**src/aaec_pkg.sv**
```systemverilog
// Shared types and constants for the accessory attach event classifier.
package aaec_pkg;

    localparam logic [7:0] T1_USB      = 8'h84;
    localparam logic [7:0] T1_UART     = 8'h08;
    localparam logic [7:0] T1_CHG      = 8'h70;
    localparam logic [7:0] T2_USB      = 8'h03;
    localparam logic [7:0] T2_UART     = 8'h0C;
    localparam logic [7:0] T2_JIG      = 8'h0F;
    localparam logic [7:0] RED_T1      = 8'h74;
    localparam logic [7:0] RED_T2      = 8'h8F;
    localparam logic [7:0] RED_CTRL    = 8'h15;
    localparam logic [7:0] PATH_SERIAL = 8'h6C;
    localparam logic [7:0] VBUS_BIT    = 8'h02;
    localparam logic [7:0] CTRL_SEL    = 8'h04;
    localparam logic [7:0] CTRL_INTMASK_CLR = 8'hFE;

    localparam logic [7:0] INT_ATTACH  = 8'h01;
    localparam logic [7:0] INT_DETACH  = 8'h02;
    localparam logic [7:0] INT_OVP_ON  = 8'h20;
    localparam logic [7:0] INT_OVP_OFF = 8'h80;

    localparam logic [4:0] N_USB  = 5'h01;
    localparam logic [4:0] N_UART = 5'h02;
    localparam logic [4:0] N_CHG  = 5'h04;
    localparam logic [4:0] N_JIG  = 5'h08;
    localparam logic [4:0] N_OVP  = 5'h10;

    localparam logic [1:0] VARIANT_REDUCED = 2'd2;
    localparam logic [4:0] HANDLER_RESET   = 5'h1F;

    typedef enum logic [1:0] {
        REG_CHIP_VARIANT    = 2'd0,
        REG_MANUAL_PATH     = 2'd1,
        REG_HANDLER_PRESENT = 2'd2
    } cfg_reg_t;

    typedef struct packed {
        logic [7:0] int_status;
        logic [7:0] type_one;
        logic [7:0] type_two;
        logic [7:0] ctrl_read;
        logic [7:0] vbus_byte;
    } item_t;

    typedef struct packed {
        logic [4:0] attach_mask;
        logic [4:0] detach_mask;
        logic       path_write;
        logic [7:0] path_value;
        logic       ctrl_reset;
        logic [7:0] ctrl_final;
    } result_t;

    typedef struct packed {
        logic [7:0] prev_type_one;
        logic [7:0] prev_type_two;
        logic       ovp_active;
        logic       jig_vbus_active;
    } state_t;

    typedef struct packed {
        logic [1:0] chip_variant;
        logic [7:0] manual_path;
        logic [4:0] handler_present;
    } cfg_t;

endpackage

```
**src/aaec_if.sv**
```systemverilog
// Stream and configuration interfaces of the classifier.
interface aaec_evt_if;
    logic       valid;
    logic       ready;
    logic [7:0] int_status;
    logic [7:0] type_one;
    logic [7:0] type_two;
    logic [7:0] ctrl_read;
    logic [7:0] vbus_byte;

    modport source (output valid, int_status, type_one, type_two, ctrl_read, vbus_byte,
                    input ready);
    modport sink   (input valid, int_status, type_one, type_two, ctrl_read, vbus_byte,
                    output ready);
endinterface

interface aaec_res_if;
    logic       valid;
    logic       ready;
    logic [4:0] attach_mask;
    logic [4:0] detach_mask;
    logic       path_write;
    logic [7:0] path_value;
    logic       ctrl_reset;
    logic [7:0] ctrl_final;

    modport source (output valid, attach_mask, detach_mask, path_write, path_value,
                    ctrl_reset, ctrl_final, input ready);
    modport sink   (input valid, attach_mask, detach_mask, path_write, path_value,
                    ctrl_reset, ctrl_final, output ready);
endinterface

interface aaec_cfg_if;
    logic       valid;
    logic       ready;
    logic [1:0] index;
    logic [7:0] data;

    modport source (output valid, index, data, input ready);
    modport sink   (input valid, index, data, output ready);
endinterface

```
**src/aaec_cfg_regs.sv**
```systemverilog
// Configuration register file of the classifier.
module aaec_cfg_regs
(
    input  logic               clk,
    input  logic               rst_n,
    aaec_cfg_if.sink           cfg,
    output aaec_pkg::cfg_t     cfg_q
);

    aaec_pkg::cfg_t cfg_reg;

    assign cfg.ready = 1'b1;
    assign cfg_q     = cfg_reg;

    always_ff @(posedge clk or negedge rst_n)
    begin
        if (!rst_n)
        begin
            cfg_reg.chip_variant    <= '0;
            cfg_reg.manual_path     <= '0;
            cfg_reg.handler_present <= aaec_pkg::HANDLER_RESET;
        end
        else if (cfg.valid)
        begin
            unique case (aaec_pkg::cfg_reg_t'(cfg.index))
                aaec_pkg::REG_CHIP_VARIANT:    cfg_reg.chip_variant    <= cfg.data[1:0];
                aaec_pkg::REG_MANUAL_PATH:     cfg_reg.manual_path     <= cfg.data;
                aaec_pkg::REG_HANDLER_PRESENT: cfg_reg.handler_present <= cfg.data[4:0];
                default: ;
            endcase
        end
    end

endmodule

```
**src/aaec_classify.sv**
```systemverilog
// Combinational event classification and state update.
module aaec_classify
(
    input  aaec_pkg::item_t    item,
    input  aaec_pkg::state_t   state,
    input  aaec_pkg::cfg_t     cfg,
    output aaec_pkg::result_t  res,
    output aaec_pkg::state_t   state_next
);

    logic [7:0] t1;
    logic [7:0] t2;
    logic [7:0] ctrl;
    logic [7:0] intr;
    logic [4:0] hp;
    logic       vbus;
    logic       empty;
    logic       prev_empty;
    logic [4:0] empty_det;

    always_comb
    begin
        intr = item.int_status;
        hp   = cfg.handler_present;
        vbus = |(item.vbus_byte & aaec_pkg::VBUS_BIT);
        t1   = item.type_one;
        t2   = item.type_two;
        ctrl = item.ctrl_read;
        if (cfg.chip_variant == aaec_pkg::VARIANT_REDUCED)
        begin
            t1   = t1 & aaec_pkg::RED_T1;
            t2   = t2 & aaec_pkg::RED_T2;
            ctrl = ctrl & aaec_pkg::RED_CTRL;
        end
        empty      = (t1 == '0) && (t2 == '0);
        prev_empty = (state.prev_type_one == '0) && (state.prev_type_two == '0);

        empty_det = '0;
        if (|(state.prev_type_one & aaec_pkg::T1_USB) || |(state.prev_type_two & aaec_pkg::T2_USB))
            empty_det = empty_det | (aaec_pkg::N_USB & hp);
        if (|(state.prev_type_one & aaec_pkg::T1_CHG))
            empty_det = empty_det | (aaec_pkg::N_CHG & hp);

        res        = '0;
        state_next = state;
        res.ctrl_final = ctrl & aaec_pkg::CTRL_INTMASK_CLR;

        if (|(intr & aaec_pkg::INT_ATTACH))
        begin
            if (|(t1 & aaec_pkg::T1_USB) || |(t2 & aaec_pkg::T2_USB))
            begin
                res.attach_mask = res.attach_mask | (aaec_pkg::N_USB & hp);
                if (cfg.manual_path != '0)
                begin
                    res.path_write = 1'b1;
                    res.path_value = cfg.manual_path;
                end
            end
            if (|(t1 & aaec_pkg::T1_UART) || |(t2 & aaec_pkg::T2_UART))
            begin
                res.attach_mask = res.attach_mask | (aaec_pkg::N_UART & hp);
                if (!(|(ctrl & aaec_pkg::CTRL_SEL)))
                begin
                    res.path_write = 1'b1;
                    res.path_value = aaec_pkg::PATH_SERIAL;
                end
            end
            if (|(t1 & aaec_pkg::T1_CHG))
                res.attach_mask = res.attach_mask | (aaec_pkg::N_CHG & hp);
            if (|(t2 & aaec_pkg::T2_JIG) && |(hp & aaec_pkg::N_JIG))
            begin
                if (vbus)
                begin
                    res.attach_mask = res.attach_mask | (aaec_pkg::N_CHG & hp);
                    state_next.jig_vbus_active = 1'b1;
                end
                else
                begin
                    res.attach_mask = res.attach_mask | aaec_pkg::N_JIG;
                end
            end
            if (empty)
            begin
                res.detach_mask = res.detach_mask | empty_det;
                res.ctrl_reset  = 1'b1;
            end
            else if (|(intr & aaec_pkg::INT_OVP_ON))
            begin
                res.attach_mask = res.attach_mask | (aaec_pkg::N_OVP & hp);
                state_next.ovp_active = 1'b1;
            end
        end
        else if (|(intr & aaec_pkg::INT_DETACH))
        begin
            if (|(state.prev_type_one & aaec_pkg::T1_USB)
                || |(state.prev_type_two & aaec_pkg::T2_USB))
                res.detach_mask = res.detach_mask | (aaec_pkg::N_USB & hp);
            if (|(state.prev_type_one & aaec_pkg::T1_UART)
                || |(state.prev_type_two & aaec_pkg::T2_UART))
                res.detach_mask = res.detach_mask | (aaec_pkg::N_UART & hp);
            if (|(state.prev_type_one & aaec_pkg::T1_CHG))
                res.detach_mask = res.detach_mask | (aaec_pkg::N_CHG & hp);
            if (|(state.prev_type_two & aaec_pkg::T2_JIG) && |(hp & aaec_pkg::N_JIG))
            begin
                if (state.jig_vbus_active)
                begin
                    res.detach_mask = res.detach_mask | (aaec_pkg::N_CHG & hp);
                    state_next.jig_vbus_active = 1'b0;
                end
                else
                begin
                    res.detach_mask = res.detach_mask | aaec_pkg::N_JIG;
                end
            end
            if (prev_empty)
            begin
                res.detach_mask = res.detach_mask | (aaec_pkg::N_CHG & hp);
                res.ctrl_reset  = 1'b1;
            end
            if (|(intr & aaec_pkg::INT_OVP_OFF) && state.ovp_active)
            begin
                res.detach_mask = res.detach_mask | (aaec_pkg::N_OVP & hp);
                state_next.ovp_active = 1'b0;
            end
        end
        else if (intr == '0)
        begin
            if (empty)
            begin
                res.detach_mask = res.detach_mask | empty_det;
                res.ctrl_reset  = 1'b1;
            end
        end
        else if (|(intr & aaec_pkg::INT_OVP_ON))
        begin
            res.attach_mask = res.attach_mask | (aaec_pkg::N_OVP & hp);
            state_next.ovp_active = 1'b1;
        end
        else if (|(intr & aaec_pkg::INT_OVP_OFF) && state.ovp_active)
        begin
            res.detach_mask = res.detach_mask | (aaec_pkg::N_OVP & hp);
            state_next.ovp_active = 1'b0;
        end

        state_next.prev_type_one = t1;
        state_next.prev_type_two = t2;
    end

endmodule

```
**src/accessory_attach_event_classifier.sv**
```systemverilog
// Top level of the accessory attach event classifier.
// Takes one switch interrupt event per cycle on evt while res.ready does not stall it, and
// returns one result word per event on res, in order. An event is held in the input register
// and classified on its way into the result register; the sustained rate is one event per
// clock without back-pressure. The stored previous types and the over-voltage and JIG-VBUS
// flags are updated in the same cycle as the result register is loaded, which sets the rate.
// The user must write registers through cfg (index 0 chip variant, 1 manual path, 2 handlers
// present) only while no event is in flight; the block itself does not enforce it.
module accessory_attach_event_classifier
(
    input  logic        clk,
    input  logic        rst_n,
    aaec_evt_if.sink    evt,
    aaec_res_if.source  res,
    aaec_cfg_if.sink    cfg
);

    aaec_pkg::cfg_t    cfg_q;
    aaec_pkg::item_t   evt_reg;
    logic              evt_valid_reg;
    aaec_pkg::result_t res_reg;
    aaec_pkg::result_t res_next;
    logic              res_valid_reg;
    aaec_pkg::state_t  state_reg;
    aaec_pkg::state_t  state_next;
    logic              res_free;
    logic              advance;

    aaec_cfg_regs u_cfg
    (
        .clk   (clk),
        .rst_n (rst_n),
        .cfg   (cfg),
        .cfg_q (cfg_q)
    );

    aaec_classify u_classify
    (
        .item       (evt_reg),
        .state      (state_reg),
        .cfg        (cfg_q),
        .res        (res_next),
        .state_next (state_next)
    );

    assign res_free  = !res_valid_reg || res.ready;
    assign advance   = evt_valid_reg && res_free;
    assign evt.ready = !evt_valid_reg || res_free;

    assign res.valid       = res_valid_reg;
    assign res.attach_mask = res_reg.attach_mask;
    assign res.detach_mask = res_reg.detach_mask;
    assign res.path_write  = res_reg.path_write;
    assign res.path_value  = res_reg.path_value;
    assign res.ctrl_reset  = res_reg.ctrl_reset;
    assign res.ctrl_final  = res_reg.ctrl_final;

    always_ff @(posedge clk or negedge rst_n)
    begin
        if (!rst_n)
        begin
            evt_valid_reg <= 1'b0;
            res_valid_reg <= 1'b0;
            state_reg     <= '0;
        end
        else
        begin
            if (evt.ready)
                evt_valid_reg <= evt.valid;
            if (res_free)
                res_valid_reg <= evt_valid_reg;
            if (advance)
                state_reg <= state_next;
        end
    end

    always_ff @(posedge clk)
    begin
        if (evt.valid && evt.ready)
        begin
            evt_reg.int_status <= evt.int_status;
            evt_reg.type_one   <= evt.type_one;
            evt_reg.type_two   <= evt.type_two;
            evt_reg.ctrl_read  <= evt.ctrl_read;
            evt_reg.vbus_byte  <= evt.vbus_byte;
        end
        if (advance)
            res_reg <= res_next;
    end

    a_no_overlap: assert property (@(posedge clk) disable iff (!rst_n)
        res_valid_reg |-> ((res_reg.attach_mask & res_reg.detach_mask) == '0))
        else $error("attach and detach masks overlap");

    a_path_idle: assert property (@(posedge clk) disable iff (!rst_n)
        (res_valid_reg && !res_reg.path_write) |-> (res_reg.path_value == '0))
        else $error("path value without path write");

    a_ctrl_bit0: assert property (@(posedge clk) disable iff (!rst_n)
        res_valid_reg |-> !res_reg.ctrl_final[0])
        else $error("control write keeps interrupt mask bit");

    a_ovp_set: assert property (@(posedge clk) disable iff (!rst_n)
        $rose(state_reg.ovp_active) |-> $past(advance && evt_reg.int_status[5]))
        else $error("over-voltage flag set without an over-voltage event");

    a_jig_set: assert property (@(posedge clk) disable iff (!rst_n)
        $rose(state_reg.jig_vbus_active)
            |-> $past(advance && evt_reg.int_status[0] && cfg_q.handler_present[3]))
        else $error("JIG-VBUS flag set without a JIG attach");

    a_state_hold: assert property (@(posedge clk) disable iff (!rst_n)
        !$past(advance) |-> $stable(state_reg))
        else $error("state changed without a word moving on");

endmodule
```
**src/flat_wrapper.sv**
```systemverilog
// flat-port wrapper written by rule: the top's interface ports become plain ports
module accessory_attach_event_classifier_flat 
  (clk, rst_n, evt_valid, evt_int_status, evt_type_one, evt_type_two, evt_ctrl_read, evt_vbus_byte, evt_ready, res_valid, res_attach_mask, res_detach_mask, res_path_write, res_path_value, res_ctrl_reset, res_ctrl_final, res_ready, cfg_valid, cfg_index, cfg_data, cfg_ready);
  aaec_evt_if evt_i ();
  aaec_res_if res_i ();
  aaec_cfg_if cfg_i ();
  input  logic clk;
  input  logic rst_n;
  input wire logic [$bits(evt_i.valid)-1:0] evt_valid;
  input wire logic [$bits(evt_i.int_status)-1:0] evt_int_status;
  input wire logic [$bits(evt_i.type_one)-1:0] evt_type_one;
  input wire logic [$bits(evt_i.type_two)-1:0] evt_type_two;
  input wire logic [$bits(evt_i.ctrl_read)-1:0] evt_ctrl_read;
  input wire logic [$bits(evt_i.vbus_byte)-1:0] evt_vbus_byte;
  output wire logic [$bits(evt_i.ready)-1:0] evt_ready;
  output wire logic [$bits(res_i.valid)-1:0] res_valid;
  output wire logic [$bits(res_i.attach_mask)-1:0] res_attach_mask;
  output wire logic [$bits(res_i.detach_mask)-1:0] res_detach_mask;
  output wire logic [$bits(res_i.path_write)-1:0] res_path_write;
  output wire logic [$bits(res_i.path_value)-1:0] res_path_value;
  output wire logic [$bits(res_i.ctrl_reset)-1:0] res_ctrl_reset;
  output wire logic [$bits(res_i.ctrl_final)-1:0] res_ctrl_final;
  input wire logic [$bits(res_i.ready)-1:0] res_ready;
  input wire logic [$bits(cfg_i.valid)-1:0] cfg_valid;
  input wire logic [$bits(cfg_i.index)-1:0] cfg_index;
  input wire logic [$bits(cfg_i.data)-1:0] cfg_data;
  output wire logic [$bits(cfg_i.ready)-1:0] cfg_ready;
  assign evt_i.valid = evt_valid;
  assign evt_i.int_status = evt_int_status;
  assign evt_i.type_one = evt_type_one;
  assign evt_i.type_two = evt_type_two;
  assign evt_i.ctrl_read = evt_ctrl_read;
  assign evt_i.vbus_byte = evt_vbus_byte;
  assign evt_ready = evt_i.ready;
  assign res_valid = res_i.valid;
  assign res_attach_mask = res_i.attach_mask;
  assign res_detach_mask = res_i.detach_mask;
  assign res_path_write = res_i.path_write;
  assign res_path_value = res_i.path_value;
  assign res_ctrl_reset = res_i.ctrl_reset;
  assign res_ctrl_final = res_i.ctrl_final;
  assign res_i.ready = res_ready;
  assign cfg_i.valid = cfg_valid;
  assign cfg_i.index = cfg_index;
  assign cfg_i.data = cfg_data;
  assign cfg_ready = cfg_i.ready;
  accessory_attach_event_classifier u_core (.clk(clk), .rst_n(rst_n), .evt(evt_i), .res(res_i), .cfg(cfg_i));
endmodule
```
**config.mk**
```make
export PLATFORM = sky130hd
export DESIGN_NAME = accessory_attach_event_classifier_flat
export DESIGN_NICKNAME = d
export VERILOG_FILES = /design/src/aaec_pkg.sv /design/src/aaec_if.sv /design/src/aaec_cfg_regs.sv /design/src/aaec_classify.sv /design/src/accessory_attach_event_classifier.sv /design/src/flat_wrapper.sv
export SDC_FILE = /design/constraint.sdc
export NUM_CORES = 1
export LEC_CHECK = 0
export BUFFER_PORTS_ARGS = -buffer_cell sky130_fd_sc_hd__buf_2
export CORE_ASPECT_RATIO = 1.75
export CORE_UTILIZATION = 53
export DETAILED_ROUTE_END_ITERATION = 8
export GPL_ROUTABILITY_DRIVEN = 0
export PLACE_DENSITY = 0.75
export RECOVER_POWER = 50
export SETUP_SLACK_MARGIN = 0.02
export SYNTH_ARGS = -nofsm -noshare
export SYNTH_HDL_FRONTEND = slang
export SYNTH_SLANG_ARGS = --single-unit
export TNS_END_PERCENT = 30
```
**constraint.sdc**
```tcl
create_clock -name clk -period 2.13 [get_ports clk]
set_input_delay 0.213 -clock clk [delete_from_list [all_inputs] [get_ports clk]]
set_output_delay 0.213 -clock clk [all_outputs]
set_load 0.01 [all_outputs]
```
==> impl_metrics.toml <==
[placed_design]
io_buffers = 75
dp_hpwl_um = 4800
dp.cells = 399
pre_cts_slack_ns = 0.356

[power]
power.internal_uw = 3410
pwr_density_cell_mw_per_mm2 = 1010
p_total_uw = 4410
switchingPower_uw = 1010
clockPowerShare_pct = 36.7
vdd_drop_max_mv = 0.822
swShare_pct = 22.8
pwr-share-comb_pct = 10.7
pwr-share-seq_pct = 52.5
leakage_uw = 0.00174

[finish]
instances_no_fill = 416
largest_reg_flops = 32
multi_input_area_um2 = 902
final_common_cell = "edfxtp_1"
final_cell_mix = "59 x edfxtp_1, 44 x buf_2, 31 x clkbuf_1"
drive_gt1_share_pct = 27.8
regArea_mm2 = 0.00265
n_antenna_cell = 0
area_growth_pct = 21.3
nNetsFinal = 384
fillers = 525
final_core_util_pct = 67.1

[clock_network]
cts_sinks = 94
clk-insertion-delay-late_ns = 0.34
cts_buffers = 9
cts.root.buffer_cell = "clkbuf_16"
post_cts_resize_count = 0
clock_path_buffers = 2
clkTransAtPathRegs_ns = 0.06
cts_tree = "built"
ctsHtreeMaxLevel = 3

[floorplan]
die_h_um = 111
die_w_um = 64.5
start_util_pct = 55.4
dieArea_mm2 = 0.00718
ioPinCount = 86
row_count = 39
core-area_mm2 = 0.00654

[yosys]
netlist_top_cells_area = "edfxtp_1 49%, dfrtp_1 21%, mux2_2 7.8%"
synth_edf_count = 59
yosysTopAreaCellShare_pct = 48.9
synth_area_mm2 = 0.00362
syn_inst = 243
syn_avg_cell_area_um2 = 14.9
ys.flop_type = "edfxtp_1"
synthArstFlopShare_pct = 37.2
ys_seq_area_share_pct = 73.3
yosys_warnings = 0
synth_top_area_cell = "edfxtp_1"
synth_fp_nets = 298
ys_types = 38
synth-seq-cells = 94

[global_route]
grt_max_degree = 36
first_global_vias = 2290
grt_first_pass_wirelength_um = 10800
grt_usage_pct = 21.1
grt-ovfl-total = 0
antenna_found_initial = 0

[detailed_routing]
vias = 2199
vias_per_cell = 5.29
firstDrtPassIters = 4
wl_per_cell_um = 16.1
drtIter0Drc = 166
antenna_left = 0
wirelength_um = 6690
drc = 0

[timing]
clock_skew_ns = 0.00817
final_min_period_over_clock_period_pct = 83.9
grt_setup_unrepaired = "no"
hold_viol = 0
worst_pin_slew_ns = 0.882
max-slew-margin-rel_pct = 41.2
finalMaxSlewViolations = 0
timing.final.ws_setup_ns = 0.343
setup_viol = 0
max_freq_mhz = 560
setup-tns-final_ns = 0
period_minus_slack_ns = 1.79

[setup_path]
crit_type = "reg2reg"
crit_path_start_kind = "flip-flop"
cp_max_fo = 2
critical_path_arrival_ns = 1.96
endpoint_kind = "flip-flop"
crit_required_ns = 2.30

[job]
drv_cap = 0

[run_status]
status = "finished, final reports clean"

[min_path]
hold_path_class = "in2reg"
## logic make-up after synthesis
family,count (synthesis),synth area share [%]
and+or+nand+nor,77,11.3
buffers and inverters,15,1.76
muxes,25,7.78
DFF,94,73.3
AOI/OAI and AO/OA,30,5.63
other,2,0.207
## worst max-delay path, stage by stage (launching register included)
cell,delay (ns)
edfxtp_1,0.36
or4_4,0.54
o31a_1,0.28
o31a_1,0.25
nor3b_2,0.19
## final cells by class
class,count,share of cell area (%)
clock inverter,3,0.941
sequential,94,60.5
tap,82,2.34
inverter,9,0.770
clock buffer,13,6.16
multi-input combinational,134,20.6
timing repair buffer,81,8.78
## through the flow
| step | cell area, um^2 | hold slack [ns] |
|---|---|---|
| global route | 4390 | 0.0327 |
| detailed placement | 4110 | 0.333 |
| finish | 4390 | 0.0467 |
| floorplan | 3620 | -0.0826 |
| global placement | 4110 | 0.326 |
| CTS | 4430 | 0.0346 |
## power by group through the flow
| stage | Sequential [uW] | Clock, uW | Combinational (uW) |
|---|---|---|---|
| after floorplan | 2340 | 0 | 282 |
| after global placement | 2340 | 0 | 472 |
| after detailed placement | 2360 | 0 | 490 |
| after CTS | 2320 | 1660 | 496 |
| after global routing | 2340 | 1730 | 531 |
| final | 2320 | 1620 | 473 |
## what timing repair did
| action | in CTS | in global routing |
|---|---|---|
| setup buffers | 0 | 0 |
| hold buffers | 1 | 0 |
| hold endpoints to repair | 30 | 0 |
## cell usage after synthesis, drive strengths merged (3+ instances only)
master,instances
a21o,5
a21oi,5
and2,7
clkbuf,4
dfrtp,30
dfstp,5
edfxtp,59
inv,9
mux2,25
nand2,23
nand2b,4
nand3,3
nand3b,3
nor2,8
nor3,9
nor3b,5
nor4,6
o21ai,9
## path summary, 6_finish.rpt
path | start | end | slack, ns | depth (start not counted)
min in group asynchronous | rst_n | u_core.evt_valid_reg$_DFFE_PN0N_ | 0.54 | 2
worst max register to register | u_core.evt_reg[34]$_DFFE_PP_ | u_core.res.detach_mask[0]$_DFFE_PP_ | 0.34 | 4
worst min register to register | u_core.evt_reg[12]$_DFFE_PP_ | u_core.res.ctrl_final[4]$_DFFE_PP_ | 0.43 | 0
max in group asynchronous | rst_n | u_core.state_reg[1]$_DFFE_PN0P_ | 1.03 | 2
worst min-delay path | evt_type_two[1] | u_core.evt_reg[17]$_DFFE_PP_ | 0.05 | 1
worst max-delay path | u_core.evt_reg[34]$_DFFE_PP_ | u_core.res.detach_mask[0]$_DFFE_PP_ | 0.34 | 4
## layer usage
layer,share of wire [%],GRT usage [%],up-vias
li1,-,-,1065
met1,36,21.7,1046
met2,56,36.8,69
met3,4.7,5.97,19
met4,3.4,12.7,0
met5,0,0,-
(Power assumes the default switching activity.)
